File: config.mk
export PLATFORM = sky130hd
export DESIGN_NAME = golomb_rice_escape_encoder_core
export DESIGN_NICKNAME = d
export VERILOG_FILES = /design/src/rtl/gre_pkg.sv /design/src/rtl/gre_ctrl.sv /design/src/rtl/gre_datapath.sv /design/src/rtl/golomb_rice_escape_encoder_core.sv
export SDC_FILE = /design/constraint.sdc
export NUM_CORES = 1
export LEC_CHECK = 0
export BUFFER_PORTS_ARGS = -buffer_cell sky130_fd_sc_hd__buf_2
export CAP_MARGIN = 15
export CORE_UTILIZATION = 45
export DETAILED_ROUTE_END_ITERATION = 8
export SLEW_MARGIN = 20
export SYNTH_ARGS = -nofsm -noshare
export SYNTH_HDL_FRONTEND = slang
export SYNTH_SLANG_ARGS = --single-unit
File: constraint.sdc
create_clock -name clk_i -period 13.91 [get_ports clk_i]
set_input_delay 3.4775 -clock clk_i [delete_from_list [all_inputs] [get_ports clk_i]]
set_output_delay 3.4775 -clock clk_i [all_outputs]
set_load 0.02 [all_outputs]
File: src/rtl/gre_pkg.sv
// Shared types and constants for the Golomb-Rice escape encoder.
package gre_pkg;

  localparam int VALUE_W  = 32;
  localparam int K_W      = 5;
  localparam int LIMIT_W  = 10;
  localparam int CODE_W   = 32;
  localparam int COUNT_W  = 6;

  localparam int APB_ADDR_W = 3;
  localparam int APB_DATA_W = 32;

  // Register indexes, taken from paddr[2].
  localparam logic REG_RICE_K    = 1'b0;
  localparam logic REG_ESC_LIMIT = 1'b1;

  localparam logic [K_W-1:0]     RICE_K_RST    = 5'd2;
  localparam logic [LIMIT_W-1:0] ESC_LIMIT_RST = 10'd255;

  typedef struct packed {
    logic cap;
    logic prep;
    logic emit;
  } gre_cmd_t;

  typedef struct packed {
    logic last;
  } gre_sts_t;

endpackage

File: src/rtl/gre_ctrl.sv
// Sequencer for the encoder: capture, code setup and chunk output control.
module gre_ctrl
  import gre_pkg::*;
(
  input  logic     clk_i,
  input  logic     rst_ni,
  input  logic     in_valid_i,
  output logic     in_ready_o,
  output logic     out_valid_o,
  input  logic     out_ready_i,
  input  gre_sts_t sts_i,
  output gre_cmd_t cmd_o
);

  localparam logic [1:0] S_IDLE = 2'd0;
  localparam logic [1:0] S_PREP = 2'd1;
  localparam logic [1:0] S_EMIT = 2'd2;

  logic [1:0] state_q, state_d;
  logic       out_valid_q, out_valid_d;
  logic       slot_free;

  assign slot_free = !out_valid_q || out_ready_i;

  always_comb begin
    state_d    = state_q;
    in_ready_o = 1'b0;
    cmd_o      = '0;
    case (state_q)
      S_IDLE: begin
        in_ready_o = 1'b1;
        if (in_valid_i) begin
          cmd_o.cap = 1'b1;
          state_d   = S_PREP;
        end
      end
      S_PREP: begin
        cmd_o.prep = 1'b1;
        state_d    = S_EMIT;
      end
      S_EMIT: begin
        if (slot_free) begin
          cmd_o.emit = 1'b1;
          // The final chunk frees the datapath, so the next item can enter now.
          if (sts_i.last) begin
            in_ready_o = 1'b1;
            if (in_valid_i) begin
              cmd_o.cap = 1'b1;
              state_d   = S_PREP;
            end else begin
              state_d = S_IDLE;
            end
          end
        end
      end
      default: begin
        state_d = S_IDLE;
      end
    endcase
  end

  always_comb begin
    if (cmd_o.emit) begin
      out_valid_d = 1'b1;
    end else if (out_ready_i) begin
      out_valid_d = 1'b0;
    end else begin
      out_valid_d = out_valid_q;
    end
  end

  always_ff @(posedge clk_i or negedge rst_ni) begin
    if (!rst_ni) begin
      state_q     <= S_IDLE;
      out_valid_q <= 1'b0;
    end else begin
      state_q     <= state_d;
      out_valid_q <= out_valid_d;
    end
  end

  assign out_valid_o = out_valid_q;

`ifndef NO_ASSERTIONS
  a_cap_to_prep: assert property (@(posedge clk_i) disable iff (!rst_ni)
    cmd_o.cap |=> (state_q == S_PREP))
    else $error("captured item did not move to setup");

  a_emit_fills_out: assert property (@(posedge clk_i) disable iff (!rst_ni)
    cmd_o.emit |=> out_valid_q)
    else $error("emitted chunk not presented");

  a_prep_to_emit: assert property (@(posedge clk_i) disable iff (!rst_ni)
    (state_q == S_PREP) |=> (state_q == S_EMIT))
    else $error("setup not followed by emit");
`endif

endmodule

File: src/rtl/gre_datapath.sv
// Datapath: zig-zag mapping, code construction and chunk extraction.
module gre_datapath
  import gre_pkg::*;
#(
  parameter int CHUNK_WIDTH = 32,
  parameter int ESCAPE_BITS = 32
) (
  input  logic                clk_i,
  input  logic                rst_ni,
  input  gre_cmd_t            cmd_i,
  output gre_sts_t            sts_o,
  input  logic [VALUE_W-1:0]  value_i,
  input  logic                is_signed_i,
  input  logic [K_W-1:0]      rice_k_i,
  input  logic [LIMIT_W-1:0]  escape_limit_i,
  output logic [CODE_W-1:0]   code_bits_o,
  output logic [COUNT_W-1:0]  bit_count_o,
  output logic                last_o
);

  localparam int CW     = CHUNK_WIDTH;
  localparam int EB     = ESCAPE_BITS;
  localparam int KMAX   = (1 << K_W) - 1;
  localparam int TAIL_W = 1 + KMAX + EB;
  localparam int TW     = (TAIL_W > CW) ? TAIL_W : CW;
  localparam int TLW    = $clog2(TAIL_W + 1);
  localparam int SHW    = $clog2(TW);
  localparam int CNTW   = $clog2(CW + 1);
  localparam int RW     = LIMIT_W;
  localparam int SW     = ((RW > TLW) ? RW : TLW) + 1;
  localparam int MW     = (EB > VALUE_W) ? EB : VALUE_W;

  logic [VALUE_W-1:0] val_q;
  logic               sgn_q;
  logic [TW-1:0]      tail_q, tail_d;
  logic [TLW-1:0]     tl_q, tl_d;
  logic [RW-1:0]      r_q, r_d;
  logic [CW-1:0]      code_q;
  logic [CNTW-1:0]    count_q;
  logic               last_q;

  // Setup of one item's code.
  logic [VALUE_W-1:0] dbl, m;
  logic               esc;
  logic [LIMIT_W-1:0] c, qv, rem_mask, rem;
  logic [SHW-1:0]     sh_rem, sh_esc;
  logic [MW-1:0]      m_ext;
  logic [EB-1:0]      esc_field;
  logic [TW-1:0]      rem_left, esc_left;
  logic [TLW-1:0]     tl_new;

  assign dbl = {val_q[VALUE_W-2:0], 1'b0};

  always_comb begin
    if (sgn_q) begin
      // Negative words map to -2v+1, written as ~(2v) + 2.
      m = val_q[VALUE_W-1] ? (~dbl + VALUE_W'(2)) : dbl;
    end else begin
      m = val_q;
    end
  end

  assign esc       = (m >= VALUE_W'(escape_limit_i));
  assign c         = esc ? escape_limit_i : m[LIMIT_W-1:0];
  assign qv        = c >> rice_k_i;
  assign rem_mask  = ~({LIMIT_W{1'b1}} << rice_k_i);
  assign rem       = c & rem_mask;
  // The tail is stored left aligned: separator zero, remainder, escape word.
  assign sh_rem    = SHW'(TW - 1) - SHW'(rice_k_i);
  assign sh_esc    = sh_rem - SHW'(EB);
  assign m_ext     = MW'(m);
  assign esc_field = m_ext[EB-1:0];
  assign rem_left  = TW'(rem) << sh_rem;
  assign esc_left  = esc ? (TW'(esc_field) << sh_esc) : '0;
  assign tl_new    = TLW'(1) + TLW'(rice_k_i) + (esc ? TLW'(EB) : '0);

  // Chunk extraction: pending one-bits first, then the top of the tail.
  logic [SW-1:0]   rem_total;
  logic            last_chunk;
  logic [CNTW-1:0] n, r_eff, tuse;
  logic [CW-1:0]   ones_left, tail_top, chunk_left, aligned;

  assign rem_total  = SW'(r_q) + SW'(tl_q);
  assign last_chunk = (rem_total <= SW'(CW));
  assign n          = last_chunk ? CNTW'(rem_total) : CNTW'(CW);
  assign r_eff      = (SW'(r_q) < SW'(CW)) ? CNTW'(r_q) : CNTW'(CW);
  assign tuse       = n - r_eff;
  assign ones_left  = ~({CW{1'b1}} >> r_eff);
  assign tail_top   = tail_q[TW-1 -: CW];
  assign chunk_left = ones_left | (tail_top >> r_eff);
  assign aligned    = chunk_left >> (CNTW'(CW) - n);

  always_comb begin
    tail_d = tail_q;
    tl_d   = tl_q;
    r_d    = r_q;
    if (cmd_i.prep) begin
      tail_d = rem_left | esc_left;
      tl_d   = tl_new;
      r_d    = qv;
    end else if (cmd_i.emit) begin
      tail_d = tail_q << tuse;
      tl_d   = tl_q - TLW'(tuse);
      r_d    = r_q - RW'(r_eff);
    end
  end

  always_ff @(posedge clk_i) begin
    if (cmd_i.cap) begin
      val_q <= value_i;
      sgn_q <= is_signed_i;
    end
    tail_q <= tail_d;
    tl_q   <= tl_d;
    r_q    <= r_d;
    if (cmd_i.emit) begin
      code_q  <= aligned;
      count_q <= n;
      last_q  <= last_chunk;
    end
  end

  assign sts_o.last  = last_chunk;
  assign code_bits_o = CODE_W'(code_q);
  assign bit_count_o = COUNT_W'(count_q);
  assign last_o      = last_q;

`ifndef NO_ASSERTIONS
  a_separator_zero: assert property (@(posedge clk_i) disable iff (!rst_ni)
    cmd_i.prep |=> (tail_q[TW-1] == 1'b0))
    else $error("tail does not start with the separator bit");

  a_full_chunk_used: assert property (@(posedge clk_i) disable iff (!rst_ni)
    (cmd_i.emit && !last_chunk) |=> (rem_total == $past(rem_total) - SW'(CW)))
    else $error("non-final chunk did not consume a full chunk");

  a_count_nonzero: assert property (@(posedge clk_i) disable iff (!rst_ni)
    cmd_i.emit |=> (count_q != '0))
    else $error("empty chunk emitted");
`endif

endmodule

File: src/rtl/golomb_rice_escape_encoder_core.sv
// An accepted item goes through setup, then emit, before its first chunk is presented.
// Each item takes one setup step, then one emit step per chunk;
// the chunk emitter produces one chunk per cycle while the output is taken.
// The next item is accepted in the cycle its predecessor's final chunk is emitted.
// Reset (rst_ni low, asynchronous) empties the output and restores rice_k = 2,
// escape_limit = 255.
module golomb_rice_escape_encoder_core
  import gre_pkg::*;
#(
  parameter int CHUNK_WIDTH = 32,
  parameter int ESCAPE_BITS = 32
) (
  input  logic                  clk_i,
  input  logic                  rst_ni,
  input  logic                  in_valid_i,
  output logic                  in_ready_o,
  input  logic [VALUE_W-1:0]    value_i,
  input  logic                  is_signed_i,
  output logic                  out_valid_o,
  input  logic                  out_ready_i,
  output logic [CODE_W-1:0]     code_bits_o,
  output logic [COUNT_W-1:0]    bit_count_o,
  output logic                  last_o,
  input  logic                  psel,
  input  logic                  penable,
  input  logic                  pwrite,
  input  logic [APB_ADDR_W-1:0] paddr,
  input  logic [APB_DATA_W-1:0] pwdata,
  output logic [APB_DATA_W-1:0] prdata,
  output logic                  pready
);

  logic [K_W-1:0]     rice_k_q;
  logic [LIMIT_W-1:0] escape_limit_q;
  logic               reg_idx;
  logic               wr_en;
  gre_cmd_t           cmd;
  gre_sts_t           sts;

  assign pready  = 1'b1;
  assign reg_idx = paddr[2];
  assign wr_en   = psel && penable && pwrite;

  always_ff @(posedge clk_i or negedge rst_ni) begin
    if (!rst_ni) begin
      rice_k_q       <= RICE_K_RST;
      escape_limit_q <= ESC_LIMIT_RST;
    end else if (wr_en) begin
      if (reg_idx == REG_RICE_K) begin
        rice_k_q <= pwdata[K_W-1:0];
      end else begin
        escape_limit_q <= pwdata[LIMIT_W-1:0];
      end
    end
  end

  always_comb begin
    case (reg_idx)
      REG_RICE_K:    prdata = APB_DATA_W'(rice_k_q);
      REG_ESC_LIMIT: prdata = APB_DATA_W'(escape_limit_q);
      default:       prdata = '0;
    endcase
  end

  gre_ctrl u_ctrl (
    .clk_i       (clk_i),
    .rst_ni      (rst_ni),
    .in_valid_i  (in_valid_i),
    .in_ready_o  (in_ready_o),
    .out_valid_o (out_valid_o),
    .out_ready_i (out_ready_i),
    .sts_i       (sts),
    .cmd_o       (cmd)
  );

  gre_datapath #(
    .CHUNK_WIDTH (CHUNK_WIDTH),
    .ESCAPE_BITS (ESCAPE_BITS)
  ) u_datapath (
    .clk_i          (clk_i),
    .rst_ni         (rst_ni),
    .cmd_i          (cmd),
    .sts_o          (sts),
    .value_i        (value_i),
    .is_signed_i    (is_signed_i),
    .rice_k_i       (rice_k_q),
    .escape_limit_i (escape_limit_q),
    .code_bits_o    (code_bits_o),
    .bit_count_o    (bit_count_o),
    .last_o         (last_o)
  );

endmodule
Yosys cells after proc, flatten, opt, wreduce, memory -nomap -nowiden
Index checks and enable logic that the tools add are counted.
- add/subtract/negate cells: 10
- multiplexer cells: 31
- reductions and logical operators: 10
- bitwise gates (word level): 7
- shift operators: 8
- magnitude comparators: 3
- equal/unequal tests: 5
- operator list (cell ; number):
    $mux W64 ; 3
    $mux W32 ; 2
    $not A32 Y32 ; 2
    $or A64 B64 Y64 ; 1
    $pmux W32 S2 ; 1
    $shl A10 B6 Y64 ; 1
    $shl A32 B6 Y64 ; 1
    $shl A64 B6 Y64 ; 1
    $shr A32 B6 Y32 ; 2
    $add A32 B2 Y32 const B ; 1
    $ge A32 B10 Y1 ; 1
    $or A32 B32 Y32 ; 1
    $shr A32 B6 Y32 const A ; 1
    $mux W10 ; 3
    $mux W6 ; 3
    $mux W7 ; 2
    $add A10 B7 Y11 ; 1
    $le A11 B6 Y1 const B ; 1
    $mux W1 ; 11
    $and A10 B10 Y10 ; 1
    $lt A10 B6 Y1 const B ; 1
    $not A10 Y10 ; 1
    $shl A10 B5 Y10 const A ; 1
    $shr A10 B5 Y10 ; 1
    23 further kinds ; 30
- bits of input ports: 75
- output and inout port bits: 74
- register bits after elaboration: 171
- logic and storage cells: 86

Depth between registers and ports, before layout
- depth in word-level cells: 10
- mapped depth: 27
- depth with buffers taken out: 22

Cells and area by module
From an unflattened synthesis, not the netlist that was laid out.
- cells, all modules: 2428
- area, all modules: 20323.2 um^2
- modules (own cells, without submodules) (module ; cells an instance ; area an instance (um^2) ; times used ; seq. area each (um^2)):
    gre_datapath ; 2343 ; 19313.5 ; 1 ; 4594.4
    golomb_rice_escape_encoder_core ; 68 ; 849.6 ; 1 ; 386.6
    gre_ctrl ; 17 ; 160.2 ; 1 ; 75.1

Least setup slack after synthesis
Ideal clock, no wire load.
- path type: input port to flip-flop
- from: in out_ready_i
- to: reg u_datapath.tail_q[62], enable pin
- setup slack: 3828 ps
- data required time: 13601 ps
- stages on the path: 3
- path buffers: 0
- data arrival time: 9773 ps
- cell sequence: nor2b_1 > o21ai_0 > o31a_1
- longest elaborated chain between the ends: 4
- RTL lines (what ; RTL line ; text):
    start, declared ; golomb_rice_escape_encoder_core.sv:20 ; input logic out_ready_i,
    $logic_or A1 B1 Y1 ; gre_ctrl.sv:23 ; assign slot_free = !out_valid_q || out_ready_i;
    $mux W1 ; gre_ctrl.sv:42 ; if (slot_free) begin
    $mux W1 ; gre_ctrl.sv:29 ; case (state_q)
    $reduce_bool A2 Y1 (no source line) ; - ;
    end signal, assigned ; gre_datapath.sv:113 ; tail_q <= tail_d;
    end, declared ; gre_datapath.sv:35 ; logic [TW-1:0] tail_q, tail_d;
No other way between the ends.
A chain may end at the register's enable or synchronous reset.

Final worst setup path
- from: in out_ready_i
- to: out in_ready_o
- longest elaborated chain between the ends: 3
- RTL lines (what ; RTL line ; text):
    $logic_or A1 B1 Y1 ; gre_ctrl.sv:23 ;
    $mux W1 ; gre_ctrl.sv:42 ;
    $pmux W1 S2 ; gre_ctrl.sv:29 ;
    end, declared ; golomb_rice_escape_encoder_core.sv:16 ; output logic in_ready_o,
No other way between the ends.

==> results.toml <==
[synth]
synth_seq_cells = 171
synth_cell_type_count = 102
yosys.area.top_type = "edfxtp_1"
synth_area_per_cell_um2 = 8.25
syn_inst = 2483
ys_top_cells_by_area = "edfxtp_1 22%, mux2i_1 10%, mux4_2 5.4%, mux2_2 5.2%, nand2_1 4.9%"
syn_area_mm2 = 0.0205
yosysWarnings = 0
yosysMostFrequentCell = "nand2_1"
yosys.area.top_type_share_pct = 22.4
async_flop_share_pct = 10.5
synth-main-ff-cell = "edfxtp_1"
synth_top_cells_by_count = "265 x nand2_1, 236 x nor2_1, 209 x mux2i_1, 167 x a21oi_1"
synth_edf_count = 153
seq_area_frac_synth_pct = 24.7

[cts]
cts_tree = "done"
clock-sinks = 171
hold_buffers = 0
clock_latency_ns = 0.50
h-tree-depth = 4
postCtsSetupRepairBufs = 0
cts-root-buf = "clkbuf_16"
cts.clk_slew.worst_paths_ns = 0.07
cts_inserted_buffers = 17
post_cts_resized = 0
cts_buffer_depth = 2

[die]
row_count = 77
die_y_um = 215
start_util_pct = 46.0
io-pin-count = 149
die_area_mm2 = 0.0464
die_w_um = 215
coreArea_mm2 = 0.0445

[timing]
rsz0062_at_grt = "no"
finalSetupViolations = 0
whs_ns = 0.547
finalHoldViolCount = 0
setup_tns_ns = 0
relSlewSlack_pct = 27.7
min_period_ns = 7.68
fin_ws_ns = 6.23
finClkSkew_ns = 0.0153
slew_viol_final = 0
worst_pin_slew_ns = 1.08
max_freq_mhz = 130
period_share_pct = 55.2

[placement]
post-dp-hpwl_um = 59600
gp_congestion = 0.993
dp_slack_ns = 6.23
post_dp_cell_area_mm2 = 0.0213
io_buffers = 101

[finish]
diodes = 0
fin_nets = 2552
syn_to_final_growth_pct = 6.79
nFillCells = 4413
drive_gt1_share_pct = 16.2
multi_input_area_mm2 = 0.0144
final_cell_area_mm2 = 0.0219
final-seq-area_mm2 = 0.00506

[grt]
grt_overflow = 0
grt_max_degree = 70
grt_pass1_wl_um = 120000
grt_util_all_layers_pct = 33.7
grt_pass1_vias = 19190
antenna_found_initial = 0

[critical_path]
crit_required_ns = 10.43
cpPeakStageDelay_ns = 0.23
path_cells = "buf_2 > nand2b_1 > nand2_1 > a21oi_1 > buf_2"
crit_fanout = 3
start_kind = "input port"
worst-endpoint-arrival_ns = 4.21
critPathCaptureType = "output port"
worstSetupPathType = "input port to output port"
cpMostUsedCell = "buf_2"
worst_path_max_delay_cell = "a21oi_1"

[detailed_routing]
wirelength_um = 79100
wl_per_cell_um = 26.0
vias = 20748
vias_per_cell = 6.81
first_pass_iters = 9
drc = 0
drtIter0Drc = 2931
ant_nets = 0

[job]
maxCapViolations = 0

[worst_hold_path]
hp-class = "flop to flop"

[status]
run_status = "finished, final reports clean"
## critical path: cells and delay by family
kind | cells | cell delay (ns)
buf+inv | 2 | 0.30
compound gates | 1 | 0.23
simple gates | 2 | 0.20
## cell families after synthesis
family / share of synthesized area, %
compound gates: 24.9
mux: 21.0
simple gates: 18.9
buf+inv: 6.10
flops: 24.7
xor+xnor: 1.97
fa+ha+maj: 2.46
other cells: 0.0367
## cells in the final DEF, fill, tap and decap left out, types with 11 or more instances in the layout
| cell | instances |
|---|---|
| and2_1 | 26 |
| clkbuf_16 | 17 |
| a32oi_1 | 11 |
| and3_1 | 11 |
| conb_1 | 24 |
| buf_2 | 101 |
| o21ai_0 | 144 |
| edfxtp_1 | 153 |
| mux2_2 | 94 |
| a31oi_1 | 35 |
| nor3_1 | 62 |
| o2bb2ai_1 | 15 |
| buf_4 | 46 |
| o211ai_1 | 28 |
| nand4_1 | 27 |
| a22o_1 | 17 |
| a211oi_1 | 47 |
| mux2i_1 | 209 |
| ha_1 | 32 |
| o32ai_1 | 11 |
| a221oi_1 | 12 |
| o22ai_1 | 63 |
| nor2b_1 | 26 |
| a21oi_1 | 167 |
| or3_1 | 22 |
| nor2_1 | 235 |
| xor2_1 | 13 |
| nand3_1 | 44 |
| mux4_2 | 49 |
| inv_1 | 55 |
| nand2_1 | 265 |
| xnor2_1 | 26 |
| o31ai_1 | 24 |
| nor4_1 | 22 |
| nand2b_1 | 21 |
| a21o_1 | 21 |
| o221ai_1 | 11 |
| a22oi_1 | 26 |
## path summary, 6_finish.rpt
path | cells after the start | slack [ns] | endpoint | from
hold reg to reg | 2 | 0.55 | u_ctrl.out_valid_o | u_ctrl.out_valid_o
min in group asynchronous | 1 | 2.90 | rice_k_q[2] | rst_ni
hold / removal | 2 | 0.55 | u_ctrl.out_valid_o | u_ctrl.out_valid_o
max in group asynchronous | 1 | 10.69 | escape_limit_q[4] | rst_ni
setup / recovery | 5 | 6.23 | in_ready_o | out_ready_i
setup reg to reg | 22 | 6.86 | u_datapath.tail_q[56] | u_datapath.r_q[1]
## metal layers
metal / track usage [%] / vias to the layer above / routed length (µm)
met1: 49.7 / 10120 / 35100
met4: 8.79 / 0 / 1790
met2: 49.9 / 1133 / 34400
met3: 6.65 / 124 / 7780
li1: - / 9371 / -
met5: 0 / - / 0
## stage by stage
step                util (%)  std cells
CTS                     49.1       3045
finish                  49.1       3046
global placement        47.8       3013
detailed placement      47.8       3013
floorplan                  -       2505
global route            49.1       3046
## cell type report
cell class,count,share of cell area (%)
multi-input cells,2036,65.8
flip-flops and latches,171,23.1
repair buffers,148,3.98
well taps,592,3.39
clock buffers,20,2.04
inverters,67,1.17
clock inverters,12,0.475
## flip-flops by register name, summed over array words and instances (netlist names)
| name | cells |
|---|---|
| u_datapath.tail_q | 64 |
| u_datapath.last_o | 1 |
| u_datapath.tl_q | 7 |
| u_datapath.sgn_q | 1 |
| escape_limit_q | 10 |
| rice_k_q | 5 |
| u_datapath.bit_count_o | 6 |
| u_ctrl.state_q | 2 |
| u_datapath.code_bits_o | 32 |
| u_datapath.r_q | 10 |
| u_datapath.val_q | 32 |
| u_ctrl.out_valid_o | 1 |
Power is not shown: default switching activity piles up to over one toggle a cycle in this logic, so the estimate is an artifact.
